File: src/hw/rtl/rmq_pkg.sv
`timescale 1ns / 1ps
`default_nettype none
// ----------------------------------------------------------------------------
// Rank-matching message queue package
// Shared sizes, codes, controller/datapath interface types and width helpers.
// ----------------------------------------------------------------------------
package rmq_pkg;

    // Queue sizing.
    localparam int QUEUE_DEPTH = 16;
    localparam int HANDLE_BITS = 32;
    localparam int IDX_W       = $clog2(QUEUE_DEPTH);
    localparam int CNT_W       = $clog2(QUEUE_DEPTH + 1);

    // Fixed port widths.
    localparam int RANK_W      = 16;
    localparam int MSG_OUT_W   = 32;
    localparam int CNT_OUT_W   = 5;

    // Operation codes.
    typedef enum logic {
        OP_PUSH = 1'b0,
        OP_POP  = 1'b1
    } t_op;

    // Result status codes.
    typedef enum logic [1:0] {
        ST_PUSHED  = 2'd0,
        ST_POPPED  = 2'd1,
        ST_NOMATCH = 2'd2,
        ST_FULL    = 2'd3
    } t_status;

    // Commands from the controller to the datapath.
    typedef struct packed {
        logic load;   // Capture the incoming word.
        logic apply;  // Execute the captured word and register its result.
    } t_dp_cmd;

    // Status from the datapath to the controller.
    typedef struct packed {
        logic out_free;  // Output register can take a result this cycle.
    } t_dp_status;

    // Resize an incoming handle to the stored handle width.
    function automatic logic [HANDLE_BITS-1:0] handle_in(input logic [MSG_OUT_W-1:0] m);
        logic [HANDLE_BITS+MSG_OUT_W-1:0] w;
        w = (HANDLE_BITS + MSG_OUT_W)'(m);
        return w[HANDLE_BITS-1:0];
    endfunction

    // Resize a stored handle to the output port width.
    function automatic logic [MSG_OUT_W-1:0] handle_out(input logic [HANDLE_BITS-1:0] h);
        logic [HANDLE_BITS+MSG_OUT_W-1:0] w;
        w = (HANDLE_BITS + MSG_OUT_W)'(h);
        return w[MSG_OUT_W-1:0];
    endfunction

    // Resize the internal count to the output port width.
    function automatic logic [CNT_OUT_W-1:0] count_out(input logic [CNT_W-1:0] c);
        logic [CNT_W+CNT_OUT_W-1:0] w;
        w = (CNT_W + CNT_OUT_W)'(c);
        return w[CNT_OUT_W-1:0];
    endfunction

endpackage
`default_nettype wire

File: src/hw/rtl/rank_matching_message_queue_unit.sv
`timescale 1ns / 1ps
`default_nettype none
// Flow: an accepted word is captured, then executed into the output register;
// a new word is taken only after execution (capture, then compare/pick/compact in
// the slot registers), and execution waits while the output register is stalled.
// Reset: synchronous, active low; empties the queue and the output register.
// Slot contents are not cleared; only slots below the count are ever used.
// ----------------------------------------------------------------------------
// Rank-matching message queue
// Ordered queue of handles tagged by rank; push at the tail, pop the oldest
// entry with a matching rank and keep the order of the rest.
// ----------------------------------------------------------------------------
module rank_matching_message_queue_unit (
    input  wire logic                          i_clk,
    input  wire logic                          i_rst_n,
    input  wire logic                          i_valid,
    output logic                               o_stall,
    input  wire logic                          i_operation,
    input  wire logic [rmq_pkg::RANK_W-1:0]    i_rank,
    input  wire logic [rmq_pkg::MSG_OUT_W-1:0] i_message_handle,
    output logic                               o_valid,
    input  wire logic                          i_stall,
    output logic [1:0]                         o_status,
    output logic [rmq_pkg::MSG_OUT_W-1:0]      o_message_out,
    output logic [rmq_pkg::CNT_OUT_W-1:0]      o_entry_count_out
);
    import rmq_pkg::*;

    t_dp_cmd    dp_cmd;
    t_dp_status dp_status;
    t_status    status;

    localparam logic [CNT_OUT_W-1:0] FULL_COUNT_OUT = count_out(CNT_W'(QUEUE_DEPTH));

    // Sequencer.
    rmq_ctrl u_ctrl (
        .i_clk       (i_clk),
        .i_rst_n     (i_rst_n),
        .i_valid     (i_valid),
        .o_stall     (o_stall),
        .i_dp_status (dp_status),
        .o_dp_cmd    (dp_cmd)
    );

    // Queue storage and result path.
    rmq_datapath u_datapath (
        .i_clk             (i_clk),
        .i_rst_n           (i_rst_n),
        .i_dp_cmd          (dp_cmd),
        .o_dp_status       (dp_status),
        .i_operation       (i_operation),
        .i_rank            (i_rank),
        .i_message_handle  (i_message_handle),
        .i_stall           (i_stall),
        .o_valid           (o_valid),
        .o_status          (status),
        .o_message_out     (o_message_out),
        .o_entry_count_out (o_entry_count_out)
    );

    assign o_status = status;

    // One word in flight: an accepted word blocks the next one until it has been executed.
    a_one_in_flight: assert property (@(posedge i_clk) disable iff (!i_rst_n)
        (i_valid && !o_stall) |=> o_stall)
        else $error("Input accepted on back-to-back cycles.");

    // Only a successful pop carries a handle.
    a_msg_zero: assert property (@(posedge i_clk) disable iff (!i_rst_n)
        (o_valid && (o_status != ST_POPPED)) |-> (o_message_out == '0))
        else $error("Nonzero handle on a result that is not a pop.");

    // A rejected push reports a full queue.
    a_full_count: assert property (@(posedge i_clk) disable iff (!i_rst_n)
        (o_valid && (o_status == ST_FULL)) |-> (o_entry_count_out == FULL_COUNT_OUT))
        else $error("Push rejected while the queue is not full.");

endmodule
`default_nettype wire

File: src/hw/rtl/rmq_ctrl.sv
`timescale 1ns / 1ps
`default_nettype none
// ----------------------------------------------------------------------------
// Rank-matching message queue controller
// Two-state sequencer: accepts one word, then has the datapath execute it
// once the output register can take the result.
// ----------------------------------------------------------------------------
module rmq_ctrl (
    input  wire logic               i_clk,
    input  wire logic               i_rst_n,
    input  wire logic               i_valid,
    output logic                    o_stall,
    input  rmq_pkg::t_dp_status     i_dp_status,
    output rmq_pkg::t_dp_cmd        o_dp_cmd
);
    import rmq_pkg::*;

    typedef enum logic {
        S_IDLE,
        S_APPLY
    } t_state;

    t_state r_state;
    logic   r_stall;

    // Commands follow directly from the current state, the input valid and the free flag.
    always_comb begin
        o_dp_cmd.load  = (r_state == S_IDLE) && i_valid;
        o_dp_cmd.apply = (r_state == S_APPLY) && i_dp_status.out_free;
    end

    assign o_stall = r_stall;

    // State and the registered input stall.
    always_ff @(posedge i_clk) begin
        if (!i_rst_n) begin
            r_state <= S_IDLE;
            r_stall <= 1'b0;
        end else begin
            unique case (r_state)
                S_IDLE: begin
                    if (i_valid) begin
                        r_state <= S_APPLY;
                        r_stall <= 1'b1;
                    end
                end
                S_APPLY: begin
                    if (i_dp_status.out_free) begin
                        r_state <= S_IDLE;
                        r_stall <= 1'b0;
                    end
                end
                default: begin
                    r_state <= S_IDLE;
                    r_stall <= 1'b0;
                end
            endcase
        end
    end

endmodule
`default_nettype wire

File: src/hw/rtl/rmq_datapath.sv
`timescale 1ns / 1ps
`default_nettype none
// ----------------------------------------------------------------------------
// Rank-matching message queue datapath
// Slot registers with parallel rank compare, oldest-match pick, shift
// compaction on removal, and the registered output word.
// ----------------------------------------------------------------------------
module rmq_datapath (
    input  wire logic                          i_clk,
    input  wire logic                          i_rst_n,
    input  rmq_pkg::t_dp_cmd                   i_dp_cmd,
    output rmq_pkg::t_dp_status                o_dp_status,
    input  wire logic                          i_operation,
    input  wire logic [rmq_pkg::RANK_W-1:0]    i_rank,
    input  wire logic [rmq_pkg::MSG_OUT_W-1:0] i_message_handle,
    input  wire logic                          i_stall,
    output logic                               o_valid,
    output rmq_pkg::t_status                   o_status,
    output logic [rmq_pkg::MSG_OUT_W-1:0]      o_message_out,
    output logic [rmq_pkg::CNT_OUT_W-1:0]      o_entry_count_out
);
    import rmq_pkg::*;

    // Captured word.
    t_op                    r_op;
    logic [RANK_W-1:0]      r_rank;
    logic [HANDLE_BITS-1:0] r_handle;

    // Queue storage; slots at or above the count hold stale data.
    logic [HANDLE_BITS-1:0] r_slot_msg  [QUEUE_DEPTH];
    logic [RANK_W-1:0]      r_slot_rank [QUEUE_DEPTH];
    logic [CNT_W-1:0]       r_count;

    // Output register.
    logic                   r_out_valid;
    t_status                r_out_status;
    logic [MSG_OUT_W-1:0]   r_out_msg;
    logic [CNT_OUT_W-1:0]   r_out_count;

    logic [QUEUE_DEPTH-1:0] match;
    logic [QUEUE_DEPTH-1:0] at_or_above;
    logic [QUEUE_DEPTH-1:0] first;
    logic [HANDLE_BITS-1:0] hit_msg;
    logic                   is_full;
    logic                   push_ok;
    logic                   pop_hit;
    t_status                n_status;
    logic [MSG_OUT_W-1:0]   n_msg;
    logic [CNT_W-1:0]       n_count;

    // Capture the accepted word.
    always_ff @(posedge i_clk) begin
        if (i_dp_cmd.load) begin
            r_op     <= t_op'(i_operation);
            r_rank   <= i_rank;
            r_handle <= handle_in(i_message_handle);
        end
    end

    // Parallel compare and oldest-match pick.
    always_comb begin
        for (int i = 0; i < QUEUE_DEPTH; i++) begin
            match[i] = (CNT_W'(i) < r_count) && (r_slot_rank[i] == r_rank);
        end
        at_or_above[0] = match[0];
        first[0]       = match[0];
        for (int i = 1; i < QUEUE_DEPTH; i++) begin
            at_or_above[i] = at_or_above[i-1] | match[i];
            first[i]       = match[i] & ~at_or_above[i-1];
        end
        hit_msg = '0;
        for (int i = 0; i < QUEUE_DEPTH; i++) begin
            hit_msg = hit_msg | (r_slot_msg[i] & {HANDLE_BITS{first[i]}});
        end
    end

    // Result of the captured operation.
    always_comb begin
        is_full = (r_count == CNT_W'(QUEUE_DEPTH));
        push_ok = (r_op == OP_PUSH) && !is_full;
        pop_hit = (r_op == OP_POP) && at_or_above[QUEUE_DEPTH-1];
        n_msg   = '0;
        n_count = r_count;
        if (r_op == OP_PUSH) begin
            if (is_full) begin
                n_status = ST_FULL;
            end else begin
                n_status = ST_PUSHED;
                n_count  = r_count + CNT_W'(1);
            end
        end else if (pop_hit) begin
            n_status = ST_POPPED;
            n_msg    = handle_out(hit_msg);
            n_count  = r_count - CNT_W'(1);
        end else begin
            n_status = ST_NOMATCH;
        end
    end

    // Slot update: append at the tail, or close the gap above the removed entry.
    always_ff @(posedge i_clk) begin
        if (i_dp_cmd.apply) begin
            for (int i = 0; i < QUEUE_DEPTH; i++) begin
                if (push_ok && (r_count == CNT_W'(i))) begin
                    r_slot_msg[i]  <= r_handle;
                    r_slot_rank[i] <= r_rank;
                end
            end
            for (int i = 0; i < QUEUE_DEPTH - 1; i++) begin
                if (pop_hit && at_or_above[i]) begin
                    r_slot_msg[i]  <= r_slot_msg[i+1];
                    r_slot_rank[i] <= r_slot_rank[i+1];
                end
            end
        end
    end

    // Entry count.
    always_ff @(posedge i_clk) begin
        if (!i_rst_n) begin
            r_count <= '0;
        end else if (i_dp_cmd.apply) begin
            r_count <= n_count;
        end
    end

    // Output register: loaded on execute, emptied when the word is taken.
    always_ff @(posedge i_clk) begin
        if (!i_rst_n) begin
            r_out_valid <= 1'b0;
        end else if (i_dp_cmd.apply) begin
            r_out_valid <= 1'b1;
        end else if (!i_stall) begin
            r_out_valid <= 1'b0;
        end
    end

    always_ff @(posedge i_clk) begin
        if (i_dp_cmd.apply) begin
            r_out_status <= n_status;
            r_out_msg    <= n_msg;
            r_out_count  <= count_out(n_count);
        end
    end

    assign o_dp_status.out_free = !r_out_valid || !i_stall;
    assign o_valid              = r_out_valid;
    assign o_status             = r_out_status;
    assign o_message_out        = r_out_msg;
    assign o_entry_count_out    = r_out_count;

endmodule
`default_nettype wire

File: config.mk
export PLATFORM = sky130hd
export DESIGN_NAME = rank_matching_message_queue_unit
export DESIGN_NICKNAME = d
export VERILOG_FILES = /design/src/hw/rtl/rmq_pkg.sv /design/src/hw/rtl/rank_matching_message_queue_unit.sv /design/src/hw/rtl/rmq_ctrl.sv /design/src/hw/rtl/rmq_datapath.sv
export SDC_FILE = /design/constraint.sdc
export NUM_CORES = 2
export LEC_CHECK = 0
export ABC_AREA = 1
export BUFFER_PORTS_ARGS = -buffer_cell sky130_fd_sc_hd__buf_2
export CAP_MARGIN = 5
export CORE_MARGIN = 4
export CORE_UTILIZATION = 65
export CTS_CLUSTER_DIAMETER = 40
export DETAILED_ROUTE_END_ITERATION = 6
export PLACE_DENSITY_LB_ADDON = 0.2
export SLEW_MARGIN = 25
export SYNTH_ARGS = -nofsm -noshare
export SYNTH_HDL_FRONTEND = slang
export SYNTH_SLANG_ARGS = --single-unit
File: constraint.sdc
create_clock -name i_clk -period 19 [get_ports i_clk]
set_clock_uncertainty 0.15 [all_clocks]
set_input_delay 0 -clock i_clk [delete_from_list [all_inputs] [get_ports i_clk]]
set_output_delay 0 -clock i_clk [all_outputs]
set_load 0.01 [all_outputs]
# Yosys cells after proc, flatten, opt, wreduce, memory -nomap -nowiden
# Memories as Yosys holds them, arrays and structs flattened.
# Cells that the tools add are included.
# Widths: inputs -> output; s select.
[word_totals] register_bits=96 input_bits=53 n_memories=2 output_inout_bits=41 mem_bits_rw=768 mem_bits_ro=0 latchBits=0
[op_classes] muxes=143 bitwise=108 reduce_logical=60 add_sub_neg=2 mul=0 n_eq_ne=35 shifts=0 magnitude_cmp=16 div_mod_pow=0
[memory_table] name="u_datapath.r_slot_msg" words=16 width=32 read_ports=16 rd_clocked_by_memory_dff=0 wr=15 line_no="rmq_datapath.sv:30" text="logic [HANDLE_BITS-1:0] r_slot_msg [QUEUE_DEPTH];"
[memory_table] name="u_datapath.r_slot_rank" words=16 width=16 read_ports=16 rd_clocked_by_memory_dff=0 wr=15 line_no="rmq_datapath.sv:31" text="logic [RANK_W-1:0] r_slot_rank [QUEUE_DEPTH];"
[ops] op="$and 32x32->32" count=16
[ops] op="$mux 32" count=16
[ops] op="$or 32x32->32" count=15
[ops] op="$eq 16x16->1" count=16
[ops] op="$mux 16" count=16
[ops] op="$mux 1" count=101
[ops] op="$logic_and 1x1->1" count=51
[ops] op="$or 1x1->1" count=45
[ops] op="$eq 5x4->1 const B" count=8
[ops] op="$lt 4x5->1 const A" count=8
[ops] op="$reduce_or 32->1" count=1
[ops] op="$eq 5x3->1 const B" count=4
[ops] op="$lt 3x5->1 const A" count=4
[ops] op="$not 1->1" count=17
[ops] op="$reduce_or 16->1" count=1
[ops] op="$and 1x1->1" count=15
[ops] op="$mux 5" count=3
[ops] op="$eq 5x2->1 const B" count=2
[ops] op="$lt 1x5->1 const A" count=2
[ops] op="$lt 2x5->1 const A" count=2
[ops] op="$mux 4" count=2
[ops] op="$mux 2" count=3
[ops] op="$add 5x1->5 const B" count=1
[ops] op="$eq 5x1->1 const B" count=1
[ops] op="9 further kinds" count=14

# Logic depth before layout (Yosys ltp)
[logic_depth] ltp_word=24 ltp_mapped=26 mapped_depth_nobuf=23

# Cells and area by module
# A second synthesis with hierarchy kept.
[unflattened] cells_unflattened=5737 hier_area_um2=49999.2
[by_module_without_submodules] module="rmq_datapath" seq_area_each_um2=25824.8 area_per_inst_um2=49909.1 instances=1 cells_each=5725
[by_module_without_submodules] module="rmq_ctrl" seq_area_each_um2=40.0 area_per_inst_um2=90.1 instances=1 cells_each=12

# Worst setup path after synthesis
# OpenSTA, ideal clock, no wires.
[synth_timing] path_type="reg-to-reg" startpoint="register u_datapath.r_count[3]" endpoint="memory u_datapath.r_slot_msg[5][0], in the netlist u_datapath.r_slot_msg[0][160], enable pin" synth_period_minus_slack_ps=8115 arrival_time_ps=7559 stages_incl_launch_ff=14 setup_time_ps=406 n_path_buf=3 path_slack_ps=10885 cell_sequence="dfxtp_1 > inv_2 > nor2_1 > inv_2 > nor4_1 > inv_1 > nand2_1 > nor2_1 > nand2_1 > buf_2 > buf_2 > clkbuf_1 > o21ai_0 > nand2_1"
[synth_rtl] element="start, declared" line_no="rmq_datapath.sv:32" text="logic [CNT_W-1:0] r_count;"
[synth_rtl] element="start signal, assigned" line_no="rmq_datapath.sv:123" text="r_count <= n_count;"
[synth_rtl] element="end, declared" line_no="rmq_datapath.sv:30"

==> flow_metrics.py <==
metrics = {
    "setup_path": {
        "required_ps": 19280,
        "critical_path_class": "flop to flop",
        "timing.critical_path.from": "u_datapath.r_count[4]",
        "worstPathMaxFanout": 136,
        "cp.arrival_ps": 8840,
        "worst_setup_path_start_kind": "flop",
        "r2r-start": "u_datapath.r_count[4]",
        "cp-end-kind": "flop",
    },
    "timing": {
        "setup_viol": 0,
        "max_clock_freq_mhz": 117,
        "period_share_pct": 45.0,
        "rsz0062_at_grt": "no",
        "period_needed_ps": 8550,
        "drv_slew": 0,
        "tightest_slew_ps": 1150,
        "tns_ps": 0,
        "max_slew_margin_pct": 22.4,
        "final_hold_viol_count": 0,
    },
    "power": {
        "power_density_nw_per_um2": 92.4,
        "p_sw_share_pct": 23.2,
        "internal-power_mw": 3.72,
        "fin_total_pwr_mw": 4.84,
        "p_comb_share_pct": 4.6,
        "p_leak_nw": 20.9,
        "power.share.clock_pct": 51.4,
        "seqPwrFrac_pct": 44.0,
        "switchingPower_mw": 1.13,
        "irDropWorstVdd_mv": 0.0906,
    },
    "hold_path": {
        "hold_start": "i_rst_n",
        "worstHoldPathType": "input port to flop",
    },
    "route": {
        "drc": 11,
        "routedWlPerCell_um": 23.2,
        "num_vias": 40517,
        "drtIter0Drc": 7065,
        "dr.pass1.iters": 7,
        "viasPerCell": 6.37,
        "drt-total-wl_um": 148000,
        "drtAntennaViolNets": 0,
    },
    "placed_design": {
        "placed_area_um2": 46800,
        "dp.cells": 6014,
        "io_buffers": 93,
        "hpwl_um": 88800,
        "gp_congestion": 0.963,
    },
    "global_routing": {
        "antenna_found_initial": 1,
        "overflow": 0,
        "grt_pass1_wl_um": 222000,
        "track_usage_pct": 38.6,
        "grt_max_degree": 279,
        "grt_pass1_vias": 38455,
    },
    "flow_run": {
        "maxCapViolCount": 0,
    },
    "synthesis": {
        "async_reset_ff_share_pct": 0,
        "netlist.area_leader.share_pct": 56.0,
        "syn_area_um2": 45900,
        "synth_area_leaders": "edfxtp_1 (56%), nand2_1 (11%), nor2_1 (6.4%)",
        "synth.net_count": 5292,
        "ys_types": 55,
        "yosysSeqAreaShare_pct": 56.4,
        "ys_ff_latch": 864,
        "synth.largest_area_cell": "edfxtp_1",
        "yosysWarningCount": 0,
        "syn_area_per_cell_um2": 8.77,
        "synth-main-ff-cell": "edfxtp_1",
        "synth_edf_count": 856,
        "synthCells": 5234,
    },
    "clocking": {
        "h-tree-depth": 4,
        "clkSlewWorstSetupHoldPaths_ps": 60,
        "cts_hold_buf": 105,
        "postCtsSetupBuffers": 0,
        "clock_latency_ps": 720,
        "root_buffer": "clkbuf_16",
        "cts_buffer_depth": 3,
        "cts.sink_count": 864,
        "cts_resized": 0,
        "cts_tree": "done",
        "cts_made_buffers": 131,
    },
    "final_layout": {
        "layout_common_cells": "nand2_1 (1,357), edfxtp_1 (856), nor2_1 (778), o21ai_0 (568), inv_1 (299)",
        "final_common_cell": "nand2_1",
        "seq_area_um2": 25900,
        "drive_gt1_share_pct": 9.06,
        "diodes": 0,
        "fin_util_pct": 74.8,
        "nets": 5371,
        "design_area_um2": 52400,
        "synthToLayoutAreaGrowth_pct": 14.2,
        "fin_cells": 6361,
        "multi_input_area_um2": 17600,
        "fill_cells": 4861,
    },
    "die": {
        "ios": 94,
        "die_w_um": 274,
        "start_util_pct": 65.5,
        "rows": 97,
        "die-area_um2": 74900,
        "die_h_um": 274,
        "core_um2": 70000,
    },
    "run_status": {
        "outcome": "complete, but fails checks",
        "violations": "DRC",
    },
}
[power by group through the flow]
stage	Combinational, mW	Clock [mW]	Sequential (mW)
3_5_place_dp	0.194	0	2.17
4_1_cts	0.212	2.49	2.13
5_1_grt	0.239	2.58	2.13
2_1_floorplan	0.124	0	2.16
3_3_place_gp	0.190	0	2.17
6_report	0.223	2.49	2.13
[per-layer routing]
layer  routed length (um)  vias to the layer above  global-route usage [%]
met4                 5550                        2                    14.7
met3                21500                      491                    10.3
met5                   19                        -                       0
met1                54000                    18975                    52.8
met2                66500                     3132                    59.7
li1                     -                    17917                       -
[cell type report]
| class | count | share of cell area (%) |
|---|---|---|
| multi-input combinational | 3728 | 33.5 |
| sequential | 864 | 49.3 |
| timing repair buffer | 264 | 3.94 |
| inverter | 324 | 2.33 |
| tap | 940 | 2.24 |
| clock buffer | 152 | 6.57 |
| clock inverter | 89 | 2.04 |
[logic make-up after synthesis]
kind of cell / share of synthesized area (%)
and+or+nand+nor: 25.5
AOI/OAI and AO/OA: 9.56
DFF: 56.4
xor gates and xnor gates: 2.54
buffers and inverters: 5.85
adders and majority gates: 0.136
[per-stage QoR]
step / setup WS, ps / hold slack, ps
floorplan: 10880 / -51.1
global placement: 10520 / 26.8
detailed placement: 10450 / 28.1
CTS: 10400 / 228
global route: 9990 / 327
finish: 10450 / 337
[worst paths after layout]
check	end	slack [ps]	cells past startpoint
min reg2reg	u_ctrl.o_stall	340	2
max reg2reg	u_datapath.r_slot_msg[0][503]	10450	23
max	u_datapath.r_slot_msg[0][503]	10450	23
min	u_datapath.r_count[4]	340	6
[registers in the layout, summed over array words and instances, names as in the netlist]
register	flops
u_datapath.o_valid	1
u_datapath.r_rank	16
u_datapath.o_entry_count_out	5
u_datapath.r_slot_msg	512
u_ctrl.r_state	1
u_datapath.r_count	5
u_datapath.r_handle	32
u_datapath.r_op	1
u_datapath.o_message_out	32
u_datapath.r_slot_rank	256
u_datapath.o_status	2
u_ctrl.o_stall	1
[critical path, stage by stage, from the launching register on]
cell     delay [ps]
dfxtp_1         470
nor2_2          620
nand2_2         300
inv_2           160
nand2_1         130
nand2_1         100
nor2_1           70
nand3_4         470
nand4_4         190
nor2_4          140
nand4_2         140
nor2_2          300
nand4_2         190
nor2_2          160
nand4_2         180
nand3_2         290
nor2_1          110
nor2_1          200
nand2_4         450
nor2_8          790
buf_4           910
buf_12          610
buf_6           700
nor2_1          120
[cell usage after synthesis, types with 2 or more instances]
cell type,instances
nand2_1,1371
edfxtp_1,856
nor2_1,785
o21ai_0,572
inv_1,301
a21oi_1,221
nand3_1,220
clkbuf_1,206
nand4_1,143
xor2_1,90
buf_2,66
nor3_1,66
nor4_1,46
xnor2_1,43
a31oi_1,32
buf_4,32
o21ai_1,25
nand2_8,18
inv_2,16
nand3b_1,16
nor3b_1,11
or2_2,11
buf_1,8
dfxtp_1,8
ha_1,5
nand4_2,5
nor2_2,5
or2_1,5
a2111oi_0,4
clkinv_1,4
buf_6,3
nand2_2,3
nand2_4,3
nand3_2,3
nor2_4,3
and2_1,2
and3_1,2
buf_12,2
clkinv_2,2
nand2b_1,2
nor4b_1,2
o2111ai_1,2
or4_1,2
(Power assumes the default switching activity.)
